## src/rtl/size_class_buffer_pool_assert.svh

```systemverilog
// Assertion macros shared by the size class buffer pool modules.
`ifndef SIZE_CLASS_BUFFER_POOL_ASSERT_SVH
`define SIZE_CLASS_BUFFER_POOL_ASSERT_SVH

// Same-cycle implication, checked outside reset.
`define SCBP_ASSERT_IMP(lbl, ante, cons, msg) \
    lbl: assert property (@(posedge i_clk) disable iff (!i_rst_n) (ante) |-> (cons)) \
        else $error(msg);

// Next-cycle implication, checked outside reset.
`define SCBP_ASSERT_NXT(lbl, ante, cons, msg) \
    lbl: assert property (@(posedge i_clk) disable iff (!i_rst_n) (ante) |=> (cons)) \
        else $error(msg);

`endif

```

## src/rtl/scbp_pkg.sv

```systemverilog
// Types, codes and constants of the size class buffer pool.
package scbp_pkg;

    localparam int DEF_SLOT_COUNT  = 8;
    localparam int DEF_USAGE_TYPES = 8;

    localparam int IN_DATA_W   = 48;
    localparam int IN_USER_W   = 2;
    localparam int OUT_FIELD_W = 163;
    localparam int OUT_DATA_W  = 168;
    localparam int CFG_IDX_W   = 2;
    localparam int CFG_DATA_W  = 16;

    localparam logic [15:0] RST_SLOT_CLASSES = 16'h9500;
    localparam logic [15:0] RST_SMALL_BYTES  = 16'd256;
    localparam logic [15:0] RST_MEDIUM_BYTES = 16'd512;
    localparam logic [15:0] RST_LARGE_BYTES  = 16'd1024;

    typedef enum logic [1:0] {
        CFG_SLOT_CLASSES = 2'd0,
        CFG_SMALL_BYTES  = 2'd1,
        CFG_MEDIUM_BYTES = 2'd2,
        CFG_LARGE_BYTES  = 2'd3
    } t_cfg_idx;

    typedef enum logic [1:0] {
        ACT_ALLOC = 2'd0,
        ACT_FREE  = 2'd1,
        ACT_COUNT = 2'd2,
        ACT_STATS = 2'd3
    } t_action;

    typedef enum logic [1:0] {
        ST_OK          = 2'd0,
        ST_INVALID_ARG = 2'd1,
        ST_NO_FIT      = 2'd2,
        ST_DOUBLE_FREE = 2'd3
    } t_status;

    typedef enum logic [1:0] {
        CLS_SMALL   = 2'd0,
        CLS_MEDIUM  = 2'd1,
        CLS_LARGE   = 2'd2,
        CLS_INVALID = 2'd3
    } t_class;

    typedef enum logic [1:0] {
        S_IDLE,
        S_EXEC,
        S_REPORT,
        S_OUT
    } t_state;

    typedef struct packed {
        logic capture;
        logic exec;
        logic report;
    } t_cmd;

endpackage

```

## src/rtl/scbp_ctrl.sv

```systemverilog
// Controller state machine: stream handshakes and datapath sequencing.
`include "size_class_buffer_pool_assert.svh"

module scbp_ctrl import scbp_pkg::*; (
    input  logic i_clk,
    input  logic i_rst_n,
    input  logic i_s_tvalid,
    output logic o_s_tready,
    output logic o_m_tvalid,
    input  logic i_m_tready,
    output t_cmd o_cmd
);

    t_state r_state;
    t_state n_state;

    always_ff @(posedge i_clk) begin
        if (!i_rst_n) begin
            r_state <= S_IDLE;
        end else begin
            r_state <= n_state;
        end
    end

    always_comb begin
        n_state = r_state;
        case (r_state)
            S_IDLE: begin
                if (i_s_tvalid) begin
                    n_state = S_EXEC;
                end
            end
            S_EXEC:   n_state = S_REPORT;
            S_REPORT: n_state = S_OUT;
            S_OUT: begin
                if (i_m_tready) begin
                    n_state = S_IDLE;
                end
            end
            default:  n_state = S_IDLE;
        endcase
    end

    always_comb begin
        o_s_tready  = 1'b0;
        o_m_tvalid  = 1'b0;
        o_cmd       = '0;
        case (r_state)
            S_IDLE: begin
                o_s_tready  = 1'b1;
                o_cmd.capture = i_s_tvalid;
            end
            S_EXEC:   o_cmd.exec = 1'b1;
            S_REPORT: o_cmd.report = 1'b1;
            S_OUT:    o_m_tvalid = 1'b1;
            default: begin
                o_s_tready = 1'b0;
            end
        endcase
    end

    `SCBP_ASSERT_NXT(a_capture_to_exec, o_cmd.capture, r_state == S_EXEC, "capture not followed by exec")
    `SCBP_ASSERT_IMP(a_one_side_open, o_s_tready, !o_m_tvalid, "input and output open together")
    `SCBP_ASSERT_NXT(a_exec_to_report, o_cmd.exec, o_cmd.report, "exec not followed by report")

endmodule

```

## src/rtl/scbp_dpath.sv

```systemverilog
// Datapath: slot table, id counter, statistics and the result register.
`include "size_class_buffer_pool_assert.svh"

module scbp_dpath import scbp_pkg::*; #(
    parameter int SLOT_COUNT  = DEF_SLOT_COUNT,
    parameter int USAGE_TYPES = DEF_USAGE_TYPES
) (
    input  logic                  i_clk,
    input  logic                  i_rst_n,
    input  t_cmd                  i_cmd,
    input  logic [IN_USER_W-1:0]  i_s_tuser,
    input  logic [IN_DATA_W-1:0]  i_s_tdata,
    input  logic                  i_cfg_we,
    input  logic [CFG_IDX_W-1:0]  i_cfg_addr,
    input  logic [CFG_DATA_W-1:0] i_cfg_wdata,
    output logic [OUT_DATA_W-1:0] o_m_tdata
);

    localparam int SLOT_W = (SLOT_COUNT > 1) ? $clog2(SLOT_COUNT) : 1;
    localparam int CNT_W  = $clog2(SLOT_COUNT + 1);
    localparam int USE_W  = (USAGE_TYPES > 1) ? $clog2(USAGE_TYPES) : 1;

    // Configuration registers.
    logic [15:0] r_slot_classes;
    logic [15:0] r_small_bytes;
    logic [15:0] r_medium_bytes;
    logic [15:0] r_large_bytes;

    // Captured request.
    t_action     r_act;
    logic [1:0]  r_want;
    logic [3:0]  r_usage;
    logic [2:0]  r_slot;
    logic [31:0] r_id;

    // Pool state.
    logic [SLOT_COUNT-1:0] r_slot_busy;
    logic [31:0]           r_slot_ids [SLOT_COUNT];
    logic [31:0]           r_next_id;
    logic [31:0]           r_alloc_total;
    logic [31:0]           r_alloc_fail;
    logic [CNT_W-1:0]      r_busy_cnt;
    logic [CNT_W-1:0]      r_busy_peak;
    logic [31:0]           r_tally [USAGE_TYPES];

    // Per-item results of the execute step.
    t_status     r_status;
    logic [2:0]  r_g_slot;
    logic [1:0]  r_g_class;
    logic [15:0] r_g_bytes;
    logic [31:0] r_g_id;

    logic [OUT_DATA_W-1:0] r_out;

    logic [1:0]            w_cls [SLOT_COUNT];
    logic [SLOT_COUNT-1:0] w_fit;
    logic                  w_found;
    logic [SLOT_W-1:0]     w_found_idx;
    logic [CNT_W-1:0]      w_fit_cnt;
    logic                  w_want_bad;
    logic                  w_free_in_range;
    logic [SLOT_W-1:0]     w_free_idx;
    logic                  w_id_match;
    logic                  w_use_in_range;
    logic [USE_W-1:0]      w_use_idx;
    logic [31:0]           w_id_inc;
    logic [CNT_W-1:0]      w_busy_inc;
    logic [15:0]           w_found_bytes;
    logic [3:0]            w_free_out;
    logic [31:0]           w_usage_out;

    // A class code of three counts as large; slots past eight reuse the fields.
    always_comb begin
        for (int i = 0; i < SLOT_COUNT; i++) begin
            w_cls[i] = r_slot_classes[(i % 8) * 2 +: 2];
            if (w_cls[i] == CLS_INVALID) begin
                w_cls[i] = CLS_LARGE;
            end
            w_fit[i] = !r_slot_busy[i] && (w_cls[i] >= r_want);
        end
    end

    always_comb begin
        w_found     = 1'b0;
        w_found_idx = '0;
        for (int i = 0; i < SLOT_COUNT; i++) begin
            if (w_fit[i] && !w_found) begin
                w_found     = 1'b1;
                w_found_idx = SLOT_W'(i);
            end
        end
    end

    always_comb begin
        w_fit_cnt = '0;
        for (int i = 0; i < SLOT_COUNT; i++) begin
            w_fit_cnt = w_fit_cnt + CNT_W'(w_fit[i]);
        end
    end

    always_comb begin
        case (w_cls[w_found_idx])
            CLS_SMALL:  w_found_bytes = r_small_bytes;
            CLS_MEDIUM: w_found_bytes = r_medium_bytes;
            default:    w_found_bytes = r_large_bytes;
        endcase
    end

    assign w_want_bad      = (r_want == CLS_INVALID);
    assign w_free_in_range = (int'(r_slot) < SLOT_COUNT);
    assign w_free_idx      = SLOT_W'(r_slot);
    assign w_id_match      = w_free_in_range && (r_slot_ids[w_free_idx] == r_id);
    assign w_use_in_range  = (int'(r_usage) < USAGE_TYPES);
    assign w_use_idx       = USE_W'(r_usage);
    assign w_id_inc        = r_next_id + 32'd1;
    assign w_busy_inc      = r_busy_cnt + CNT_W'(1);
    assign w_free_out      = w_want_bad ? 4'd0 : 4'(w_fit_cnt);
    assign w_usage_out     = w_use_in_range ? r_tally[w_use_idx] : 32'd0;

    always_ff @(posedge i_clk) begin
        if (!i_rst_n) begin
            r_slot_classes <= RST_SLOT_CLASSES;
            r_small_bytes  <= RST_SMALL_BYTES;
            r_medium_bytes <= RST_MEDIUM_BYTES;
            r_large_bytes  <= RST_LARGE_BYTES;
        end else if (i_cfg_we) begin
            case (t_cfg_idx'(i_cfg_addr))
                CFG_SLOT_CLASSES: r_slot_classes <= i_cfg_wdata;
                CFG_SMALL_BYTES:  r_small_bytes  <= i_cfg_wdata;
                CFG_MEDIUM_BYTES: r_medium_bytes <= i_cfg_wdata;
                CFG_LARGE_BYTES:  r_large_bytes  <= i_cfg_wdata;
                default:          r_large_bytes  <= r_large_bytes;
            endcase
        end
    end

    always_ff @(posedge i_clk) begin
        if (i_cmd.capture) begin
            r_act   <= t_action'(i_s_tuser);
            r_want  <= i_s_tdata[1:0];
            r_usage <= i_s_tdata[5:2];
            r_slot  <= i_s_tdata[8:6];
            r_id    <= i_s_tdata[40:9];
        end
    end

    always_ff @(posedge i_clk) begin
        if (!i_rst_n) begin
            r_slot_busy   <= '0;
            r_next_id     <= 32'd1;
            r_alloc_total <= '0;
            r_alloc_fail  <= '0;
            r_busy_cnt    <= '0;
            r_busy_peak   <= '0;
            for (int i = 0; i < SLOT_COUNT; i++) begin
                r_slot_ids[i] <= '0;
            end
            for (int u = 0; u < USAGE_TYPES; u++) begin
                r_tally[u] <= '0;
            end
        end else if (i_cmd.exec) begin
            case (r_act)
                ACT_ALLOC: begin
                    if (!w_want_bad && !w_found) begin
                        r_alloc_fail <= r_alloc_fail + 32'd1;
                    end else if (!w_want_bad) begin
                        r_slot_busy[w_found_idx] <= 1'b1;
                        r_slot_ids[w_found_idx]  <= r_next_id;
                        // Id zero marks a free slot, so the counter skips it.
                        r_next_id     <= (w_id_inc == 32'd0) ? 32'd1 : w_id_inc;
                        r_alloc_total <= r_alloc_total + 32'd1;
                        r_busy_cnt    <= w_busy_inc;
                        if (w_busy_inc > r_busy_peak) begin
                            r_busy_peak <= w_busy_inc;
                        end
                        if (w_use_in_range) begin
                            r_tally[w_use_idx] <= r_tally[w_use_idx] + 32'd1;
                        end
                    end
                end
                ACT_FREE: begin
                    if (w_id_match && r_slot_busy[w_free_idx]) begin
                        r_slot_busy[w_free_idx] <= 1'b0;
                        r_slot_ids[w_free_idx]  <= '0;
                        if (r_busy_cnt != '0) begin
                            r_busy_cnt <= r_busy_cnt - CNT_W'(1);
                        end
                    end
                end
                ACT_STATS: begin
                    r_alloc_total <= '0;
                    r_alloc_fail  <= '0;
                    r_busy_peak   <= r_busy_cnt;
                    for (int u = 0; u < USAGE_TYPES; u++) begin
                        r_tally[u] <= '0;
                    end
                end
                default: begin
                    r_busy_peak <= r_busy_peak;
                end
            endcase
        end
    end

    always_ff @(posedge i_clk) begin
        if (i_cmd.exec) begin
            r_status  <= ST_OK;
            r_g_slot  <= '0;
            r_g_class <= '0;
            r_g_bytes <= '0;
            r_g_id    <= '0;
            case (r_act)
                ACT_ALLOC: begin
                    if (w_want_bad) begin
                        r_status <= ST_INVALID_ARG;
                    end else if (!w_found) begin
                        r_status <= ST_NO_FIT;
                    end else begin
                        r_g_slot  <= 3'(w_found_idx);
                        r_g_class <= w_cls[w_found_idx];
                        r_g_bytes <= w_found_bytes;
                        r_g_id    <= r_next_id;
                    end
                end
                ACT_FREE: begin
                    if (!w_id_match) begin
                        r_status <= ST_INVALID_ARG;
                    end else if (!r_slot_busy[w_free_idx]) begin
                        r_status <= ST_DOUBLE_FREE;
                    end
                end
                ACT_COUNT: begin
                    if (w_want_bad) begin
                        r_status <= ST_INVALID_ARG;
                    end
                end
                default: begin
                    r_status <= ST_OK;
                end
            endcase
        end
    end

    // The report step reads the state as the execute step left it.
    always_ff @(posedge i_clk) begin
        if (i_cmd.report) begin
            r_out <= {(OUT_DATA_W - OUT_FIELD_W)'(0),
                      w_usage_out,
                      4'(r_busy_peak),
                      4'(r_busy_cnt),
                      r_alloc_fail,
                      r_alloc_total,
                      w_free_out,
                      r_g_id,
                      r_g_bytes,
                      r_g_class,
                      r_g_slot,
                      r_status};
        end
    end

    assign o_m_tdata = r_out;

    `SCBP_ASSERT_IMP(a_busy_cnt_matches, 1'b1, int'(r_busy_cnt) == $countones(r_slot_busy), "in-use count differs from busy slots")
    `SCBP_ASSERT_IMP(a_peak_covers_cnt, 1'b1, r_busy_peak >= r_busy_cnt, "peak below in-use count")
    `SCBP_ASSERT_IMP(a_next_id_nonzero, 1'b1, r_next_id != 32'd0, "next id is zero")

endmodule

```

## src/rtl/size_class_buffer_pool.sv

```systemverilog
// The result beat goes valid once the accepted request beat has passed the
// execute and report states. One request at a time, in order: capture,
// execute against the slot table, report counts from the updated state,
// hand over. The output register holds the result until the consumer takes
// it. Synchronous active-low reset empties all slots, clears statistics,
// sets the next id to one and restores the default slot classes and byte
// sizes.
module size_class_buffer_pool import scbp_pkg::*; #(
    parameter int SLOT_COUNT  = DEF_SLOT_COUNT,
    parameter int USAGE_TYPES = DEF_USAGE_TYPES
) (
    input  logic                  i_clk,
    input  logic                  i_rst_n,
    // Request channel.
    input  logic                  i_s_tvalid,
    output logic                  o_s_tready,
    // tdata from bit 0: size_class[1:0], usage_tag[5:2], slot_index[8:6],
    // alloc_id[40:9], zero padding up to bit 47.
    input  logic [IN_DATA_W-1:0]  i_s_tdata,
    // tuser: action[1:0].
    input  logic [IN_USER_W-1:0]  i_s_tuser,
    // Result channel.
    output logic                  o_m_tvalid,
    input  logic                  i_m_tready,
    // tdata from bit 0: status[1:0], granted_slot[4:2], granted_class[6:5],
    // buffer_bytes[22:7], granted_id[54:23], free_count[58:55],
    // total_allocs[90:59], failed_allocs[122:91], in_use_count[126:123],
    // peak_in_use[130:127], usage_count[162:131], zero padding to bit 167.
    output logic [OUT_DATA_W-1:0] o_m_tdata,
    // Configuration writes: 0 slot classes, 1 small, 2 medium, 3 large bytes.
    input  logic                  i_cfg_we,
    input  logic [CFG_IDX_W-1:0]  i_cfg_addr,
    input  logic [CFG_DATA_W-1:0] i_cfg_wdata
);

    // Command group from the controller; it is the only link between the
    // sequencing and the pool state.
    t_cmd w_cmd;

    scbp_ctrl u_ctrl (
        .i_clk      (i_clk),
        .i_rst_n    (i_rst_n),
        .i_s_tvalid (i_s_tvalid),
        .o_s_tready (o_s_tready),
        .o_m_tvalid (o_m_tvalid),
        .i_m_tready (i_m_tready),
        .o_cmd      (w_cmd)
    );

    // The datapath holds the slot table, ids, counters and the result beat.
    scbp_dpath #(
        .SLOT_COUNT  (SLOT_COUNT),
        .USAGE_TYPES (USAGE_TYPES)
    ) u_dpath (
        .i_clk       (i_clk),
        .i_rst_n     (i_rst_n),
        .i_cmd       (w_cmd),
        .i_s_tuser   (i_s_tuser),
        .i_s_tdata   (i_s_tdata),
        .i_cfg_we    (i_cfg_we),
        .i_cfg_addr  (i_cfg_addr),
        .i_cfg_wdata (i_cfg_wdata),
        .o_m_tdata   (o_m_tdata)
    );

endmodule

```

## config.mk

```make
export PLATFORM = sky130hd
export DESIGN_NAME = size_class_buffer_pool
export DESIGN_NICKNAME = d
export VERILOG_FILES = /design/src/rtl/scbp_pkg.sv /design/src/rtl/scbp_ctrl.sv /design/src/rtl/scbp_dpath.sv /design/src/rtl/size_class_buffer_pool.sv
export VERILOG_INCLUDE_DIRS = /design/src /design/src/rtl
export SDC_FILE = /design/constraint.sdc
export NUM_CORES = 1
export LEC_CHECK = 0
export ABC_AREA = 1
export BUFFER_PORTS_ARGS = -buffer_cell sky130_fd_sc_hd__buf_2
export CORE_UTILIZATION = 44
export CTS_CLUSTER_DIAMETER = 50
export CTS_CLUSTER_SIZE = 16
export DETAILED_ROUTE_END_ITERATION = 10
export PLACE_DENSITY_LB_ADDON = 0.1
export SLEW_MARGIN = 5
export SYNTH_ARGS = -nofsm -noshare
export SYNTH_HDL_FRONTEND = slang
export SYNTH_SLANG_ARGS = --single-unit
```

## constraint.sdc

```tcl
create_clock -name i_clk -period 5.09 [get_ports i_clk]
set_clock_uncertainty 0.2 [all_clocks]
set_input_delay 0.509 -clock i_clk [delete_from_list [all_inputs] [get_ports i_clk]]
set_output_delay 0.509 -clock i_clk [all_outputs]
set_load 0.1 [all_outputs]
```

==> results_tabular.tex <==
\begin{tabular}{lr}
\hline
Metric & Value \\
\hline
\multicolumn{2}{l}{\textbf{Setup path}} \\
\quad Crit-path slowest cell & sky130\_fd\_sc\_hd\_\_edfxtp\_1 \\
\quad Arrival @ worst endpoint & 4630 ps \\
\quad Type of the setup path with the least slack & flip-flop to flip-flop \\
\quad Number of buffer and inverter stages on the critical path & 3 \\
\quad Ordered list of cells on the worst path & ha\_1 > inv\_1 > a21boi\_0 > o21ai\_0 > ha\_1 > nand3\_1 > nor2\_1 > nand2\_1 > nor2\_1 > nand2\_1 > nand2\_2 > nor2\_2 > nand2\_1 > nand2\_1 > inv\_2 > nor2\_1 > nand2\_1 > nand2\_2 > buf\_4 \\
\quad Depth of the critical timing path with buffers and inverters included & 19 \\
\quad Type of destination of the critical path & flip-flop \\
\quad Critical path fanouts, max & 32 \\
\quad Delay of the slowest critical-path stage & 550 ps \\
\quad Worst-case reg-to-reg path depth & 19 \\
\quad Required time of the worst setup path & 5210 ps \\
\quad Dominant delay contributor by cell family on the critical path & simple AND/OR/NAND/NOR gates \\
\quad Critical path's most frequent cell & sky130\_fd\_sc\_hd\_\_nand2\_1 \\
\quad Worst Setup Start Kind & flip-flop \\
\multicolumn{2}{l}{\textbf{GRT}} \\
\quad Remaining Overflow, GRT & 0 \\
\quad Overall track demand over capacity in global routing & 24.2\% \\
\quad Maximum number of pins on one net before global-route repair & 98 \\
\quad Initial antenna violation count & 5 \\
\quad Global-route wire length before repair & 188,000 µm \\
\quad Via count of the first global-routing pass & 31,100 \\
\multicolumn{2}{l}{\textbf{STA}} \\
\quad Endpoints failing hold & 0 \\
\quad Worst-margin pin slew & 1170 ps \\
\quad Setup-violating endpoint count in the final report & 0 \\
\quad Part of the cycle the worst path needs & 88.6\% \\
\quad Setup total negative slack & 0 ps \\
\quad Final worst slack & 583 ps \\
\quad Max-slew violation count & 0 \\
\quad Unrepaired setup endpoints after global routing & no \\
\quad Final period demand of the worst path & 4510 ps \\
\quad Maximum frequency from static timing analysis & 222 MHz \\
\quad Headroom to the max-slew limit & 22.3\% \\
\multicolumn{2}{l}{\textbf{Power and ir drop}} \\
\quad Final Total Pwr & 0.0281 W \\
\quad Clock power frac & 30.4\% \\
\quad Internal power & 0.0166 W \\
\quad Pwr/cell area & 547 nW/µm² \\
\quad Leakage Power & 20.7 nW \\
\quad Sequential group share of total power & 36.2\% \\
\quad Worst IR Drop VDD & 0.000602 V \\
\quad Sw Pwr & 0.0115 W \\
\quad Combinational power share & 33.4\% \\
\quad Switching part of the total & 41.0\% \\
\multicolumn{2}{l}{\textbf{CTS}} \\
\quad Root Buffer & sky130\_fd\_sc\_hd\_\_clkbuf\_16 \\
\quad TritonCTS clock tree & built \\
\quad H-tree levels & 3 \\
\quad CTS Sinks & 957 \\
\quad Clock-pin transition on the worst setup and hold timing paths & 60 ps \\
\quad CTS resizes & 0 \\
\quad Buffer depth of the longest clock path & 3 \\
\quad Clk Latency, worst-skew pair & 710 ps \\
\quad Number of buffers created by CTS & 119 \\
\multicolumn{2}{l}{\textbf{Placed design}} \\
\quad Buffers on Ports & 230 \\
\quad Placement Setup Slack & 550 ps \\
\quad Dpl hpwl & 77,300 µm \\
\quad Global placement routability congestion & 0.895 \\
\quad Inst Count DP & 6,215 \\
\multicolumn{2}{l}{\textbf{Synth}} \\
\quad Mapped Cells & 4,819 \\
\quad Proportion of synthesized chip area in sequential cells & 61.3\% \\
\quad Combined area of all synthesized cells & 43,900 µm² \\
\quad Yosys warns & 0 \\
\quad Synthesized area per cell & 9.10 µm² \\
\quad Register bit total from synthesis & 957 \\
\quad Unique cell type count in the Yosys netlist & 45 \\
\multicolumn{2}{l}{\textbf{Floorplanning}} \\
\quad Area enclosed by the die boundary & 101,000 µm² \\
\quad Placeable core area & 98,600 µm² \\
\quad Placement Rows & 115 \\
\quad Starting utilization of the core area & 44.5\% \\
\quad Ports & 243 \\
\quad DIE WIDTH & 318 µm \\
\quad Vert. Die Dim & 318 µm \\
\multicolumn{2}{l}{\textbf{Drt}} \\
\quad Post-Route WL & 124,000 µm \\
\quad Initial DRC count & 3,078 \\
\quad Via count & 33,400 \\
\quad Detailed-router iteration count before antenna repair & 6 \\
\quad Drt drc & 0 \\
\quad Post-route ant nets & 0 \\
\quad Drt wl/cell & 19.0 µm \\
\quad Vias/cell & 5.13 \\
\multicolumn{2}{l}{\textbf{Hold path}} \\
\quad HP Class & input pin to flip-flop \\
\quad WHS Path Cells & 4 \\
\multicolumn{2}{l}{\textbf{Layout}} \\
\quad Final core area utilization & 52.0\% \\
\quad Post-layout nets & 5,228 \\
\quad Fraction of layout instances using a drive strength above 1 & 11.2\% \\
\quad Signed area change from the synthesized netlist to the final layout & 16.9\% \\
\quad Number of fill cells & 9,090 \\
\quad Non-filler instance count after layout & 6,504 \\
\multicolumn{2}{l}{\textbf{Outcome}} \\
\quad Status & completed \\
\multicolumn{2}{l}{\textbf{Flow run}} \\
\quad Max Cap Violations & 0 \\
\hline
\end{tabular}
==> final timing paths <==
check / startpoint / endpoint / slack [ps]
max: u_dpath.r_want[0] / u_dpath.r_slot_ids[1][2] / 580
min reg2reg: u_dpath.r_g_slot[1] / u_dpath.o_m_tdata[3] / 210
min: i_cfg_addr[1] / u_dpath.r_small_bytes[1] / 40
max reg2reg: u_dpath.r_want[0] / u_dpath.r_slot_ids[1][2] / 580
==> power groups by stage <==
stage / Combinational [W] / Clock (W) / Sequential, W
after floorplan: 0.00465 / 0 / 0.0124
after global placement: 0.00930 / 0 / 0.0103
after detailed placement: 0.00936 / 0 / 0.0103
after CTS: 0.00942 / 0.00869 / 0.0102
after global routing: 0.0103 / 0.00900 / 0.0102
final: 0.00939 / 0.00854 / 0.0102
==> Yosys cell counts, drive strengths merged <==
library cell,number,area [µm²]
nand2,1019,3830
nor2,1006,3790
edfxtp,773,23200
inv,546,2050
nand3,289,1450
o21ai,280,1400
dfxtp,184,3680
clkbuf,135,508
a21oi,93,465
buf,88,448
nor3,73,365
xor2,72,638
o22ai,57,357
nand4,56,350
ha,40,500
a211oi,33,248
nor4,13,81.3
nand3b,12,90.1
xnor2,8,70.1
clkinv,6,22.5
a21boi,4,30.0
a31oi,4,25.0
fa,4,80.1
o221ai,4,35.0
o211ai,3,22.5
or2,3,18.8
a31o,2,17.5
o21a,2,15.0
o311ai,2,17.5
a22oi,1,7.51
a2bb2oi,1,8.76
conb,1,3.75
nor3b,1,7.51
o21bai,1,7.51
o221a,1,11.3
o31ai,1,7.51
or4,1,7.51
==> state kept, by name, indices dropped and copies added, names as in the netlist, 4 cells and up, named ones only <==
signal,cells
u_dpath.o_m_tdata,163
u_dpath.r_alloc_fail,32
u_dpath.r_alloc_total,32
u_dpath.r_busy_cnt,4
u_dpath.r_busy_peak,4
u_dpath.r_g_bytes,16
u_dpath.r_g_id,32
u_dpath.r_id,32
u_dpath.r_large_bytes,16
u_dpath.r_medium_bytes,16
u_dpath.r_next_id,32
u_dpath.r_slot_busy,8
u_dpath.r_slot_classes,16
u_dpath.r_slot_ids,256
u_dpath.r_small_bytes,16
u_dpath.r_tally,256
u_dpath.r_usage,4
==> cells by family (layout without fill, tap and decap cells) <==
group           after synthesis  after routing  synth area share, %
other cells                   1              6              0.00855
simple gates               2473           2473                 22.8
buf+inv                     775           1168                 6.90
flops                       957            957                 61.3
xor+xnor                     80             80                 1.61
compound gates              489            489                 6.10
fa+ha+maj                    44             44                 1.32
==> worst register-to-register path, stage by stage (launching register included) <==
cell and delay [ps]:
sky130_fd_sc_hd__edfxtp_1 550, sky130_fd_sc_hd__ha_1 370, sky130_fd_sc_hd__inv_1 40, sky130_fd_sc_hd__a21boi_0 140, sky130_fd_sc_hd__o21ai_0 170, sky130_fd_sc_hd__ha_1 290, sky130_fd_sc_hd__nand3_1 120, sky130_fd_sc_hd__nor2_1 90
sky130_fd_sc_hd__nand2_1 70, sky130_fd_sc_hd__nor2_1 50, sky130_fd_sc_hd__nand2_1 70, sky130_fd_sc_hd__nand2_2 70, sky130_fd_sc_hd__nor2_2 400, sky130_fd_sc_hd__nand2_1 280, sky130_fd_sc_hd__nand2_1 160, sky130_fd_sc_hd__inv_2 50
sky130_fd_sc_hd__nor2_1 240, sky130_fd_sc_hd__nand2_1 160, sky130_fd_sc_hd__nand2_2 70, sky130_fd_sc_hd__buf_4 540
==> cell usage in the layout, fill, tap and decap left out, types with 16 or more instances in the layout <==
master | netlist | routed
sky130_fd_sc_hd__a21oi_1 | 93 | 93
sky130_fd_sc_hd__clkinv_2 | 0 | 16
sky130_fd_sc_hd__nor3_1 | 73 | 73
sky130_fd_sc_hd__nand3_1 | 289 | 287
sky130_fd_sc_hd__nor2_1 | 1002 | 1002
sky130_fd_sc_hd__inv_1 | 541 | 538
sky130_fd_sc_hd__xor2_1 | 71 | 71
sky130_fd_sc_hd__nand2_2 | 2 | 19
sky130_fd_sc_hd__clkbuf_16 | 0 | 120
sky130_fd_sc_hd__dfxtp_1 | 184 | 180
sky130_fd_sc_hd__inv_6 | 0 | 22
sky130_fd_sc_hd__nand2_1 | 1017 | 1000
sky130_fd_sc_hd__o21ai_0 | 278 | 278
sky130_fd_sc_hd__o22ai_1 | 57 | 57
sky130_fd_sc_hd__edfxtp_1 | 773 | 773
sky130_fd_sc_hd__clkinv_1 | 6 | 16
sky130_fd_sc_hd__buf_2 | 67 | 230
sky130_fd_sc_hd__ha_1 | 40 | 38
sky130_fd_sc_hd__dlygate4sd3_1 | 0 | 62
sky130_fd_sc_hd__buf_4 | 9 | 88
sky130_fd_sc_hd__a211oi_1 | 33 | 33
sky130_fd_sc_hd__nand4_1 | 56 | 56
==> cell type report <==
type | count | area, µm² | share of cell area (%)
Antenna cell | 1 | 2.50 | 0.00488
Clock buffer | 128 | 3060 | 5.97
Clock inverter | 98 | 967 | 1.89
Inverter | 552 | 2070 | 4.04
Multi-Input combinational cell | 3091 | 14000 | 27.4
Sequential cell | 957 | 26900 | 52.4
Tap cell | 1287 | 1610 | 3.14
Timing Repair Buffer | 390 | 2630 | 5.13
==> metrics by stage <==
| stage | hold WS (ps) | instance area [µm²] |
|---|---|---|
| 6_report | 41.0 | 51300 |
| 5_1_grt | 83.7 | 51300 |
| 4_1_cts | 2.49 | 51300 |
| 3_5_place_dp | 205 | 46600 |
| 3_3_place_gp | 203 | 46600 |
| 2_1_floorplan | 200 | 43900 |
==> timing repair <==
item                                   4_1_cts  5_1_grt
hold buffers                                62        0
endpoints found under the hold margin      113        0
setup buffers                                0        0
==> layer usage <==
metal  wire length [µm]  global-route usage (%)
met1              56100                    35.1
met2              55600                    37.4
met3               8900                    4.18
met4               2870                    6.39
met5                 43                       0
Power figures use the tool's default switching activity.
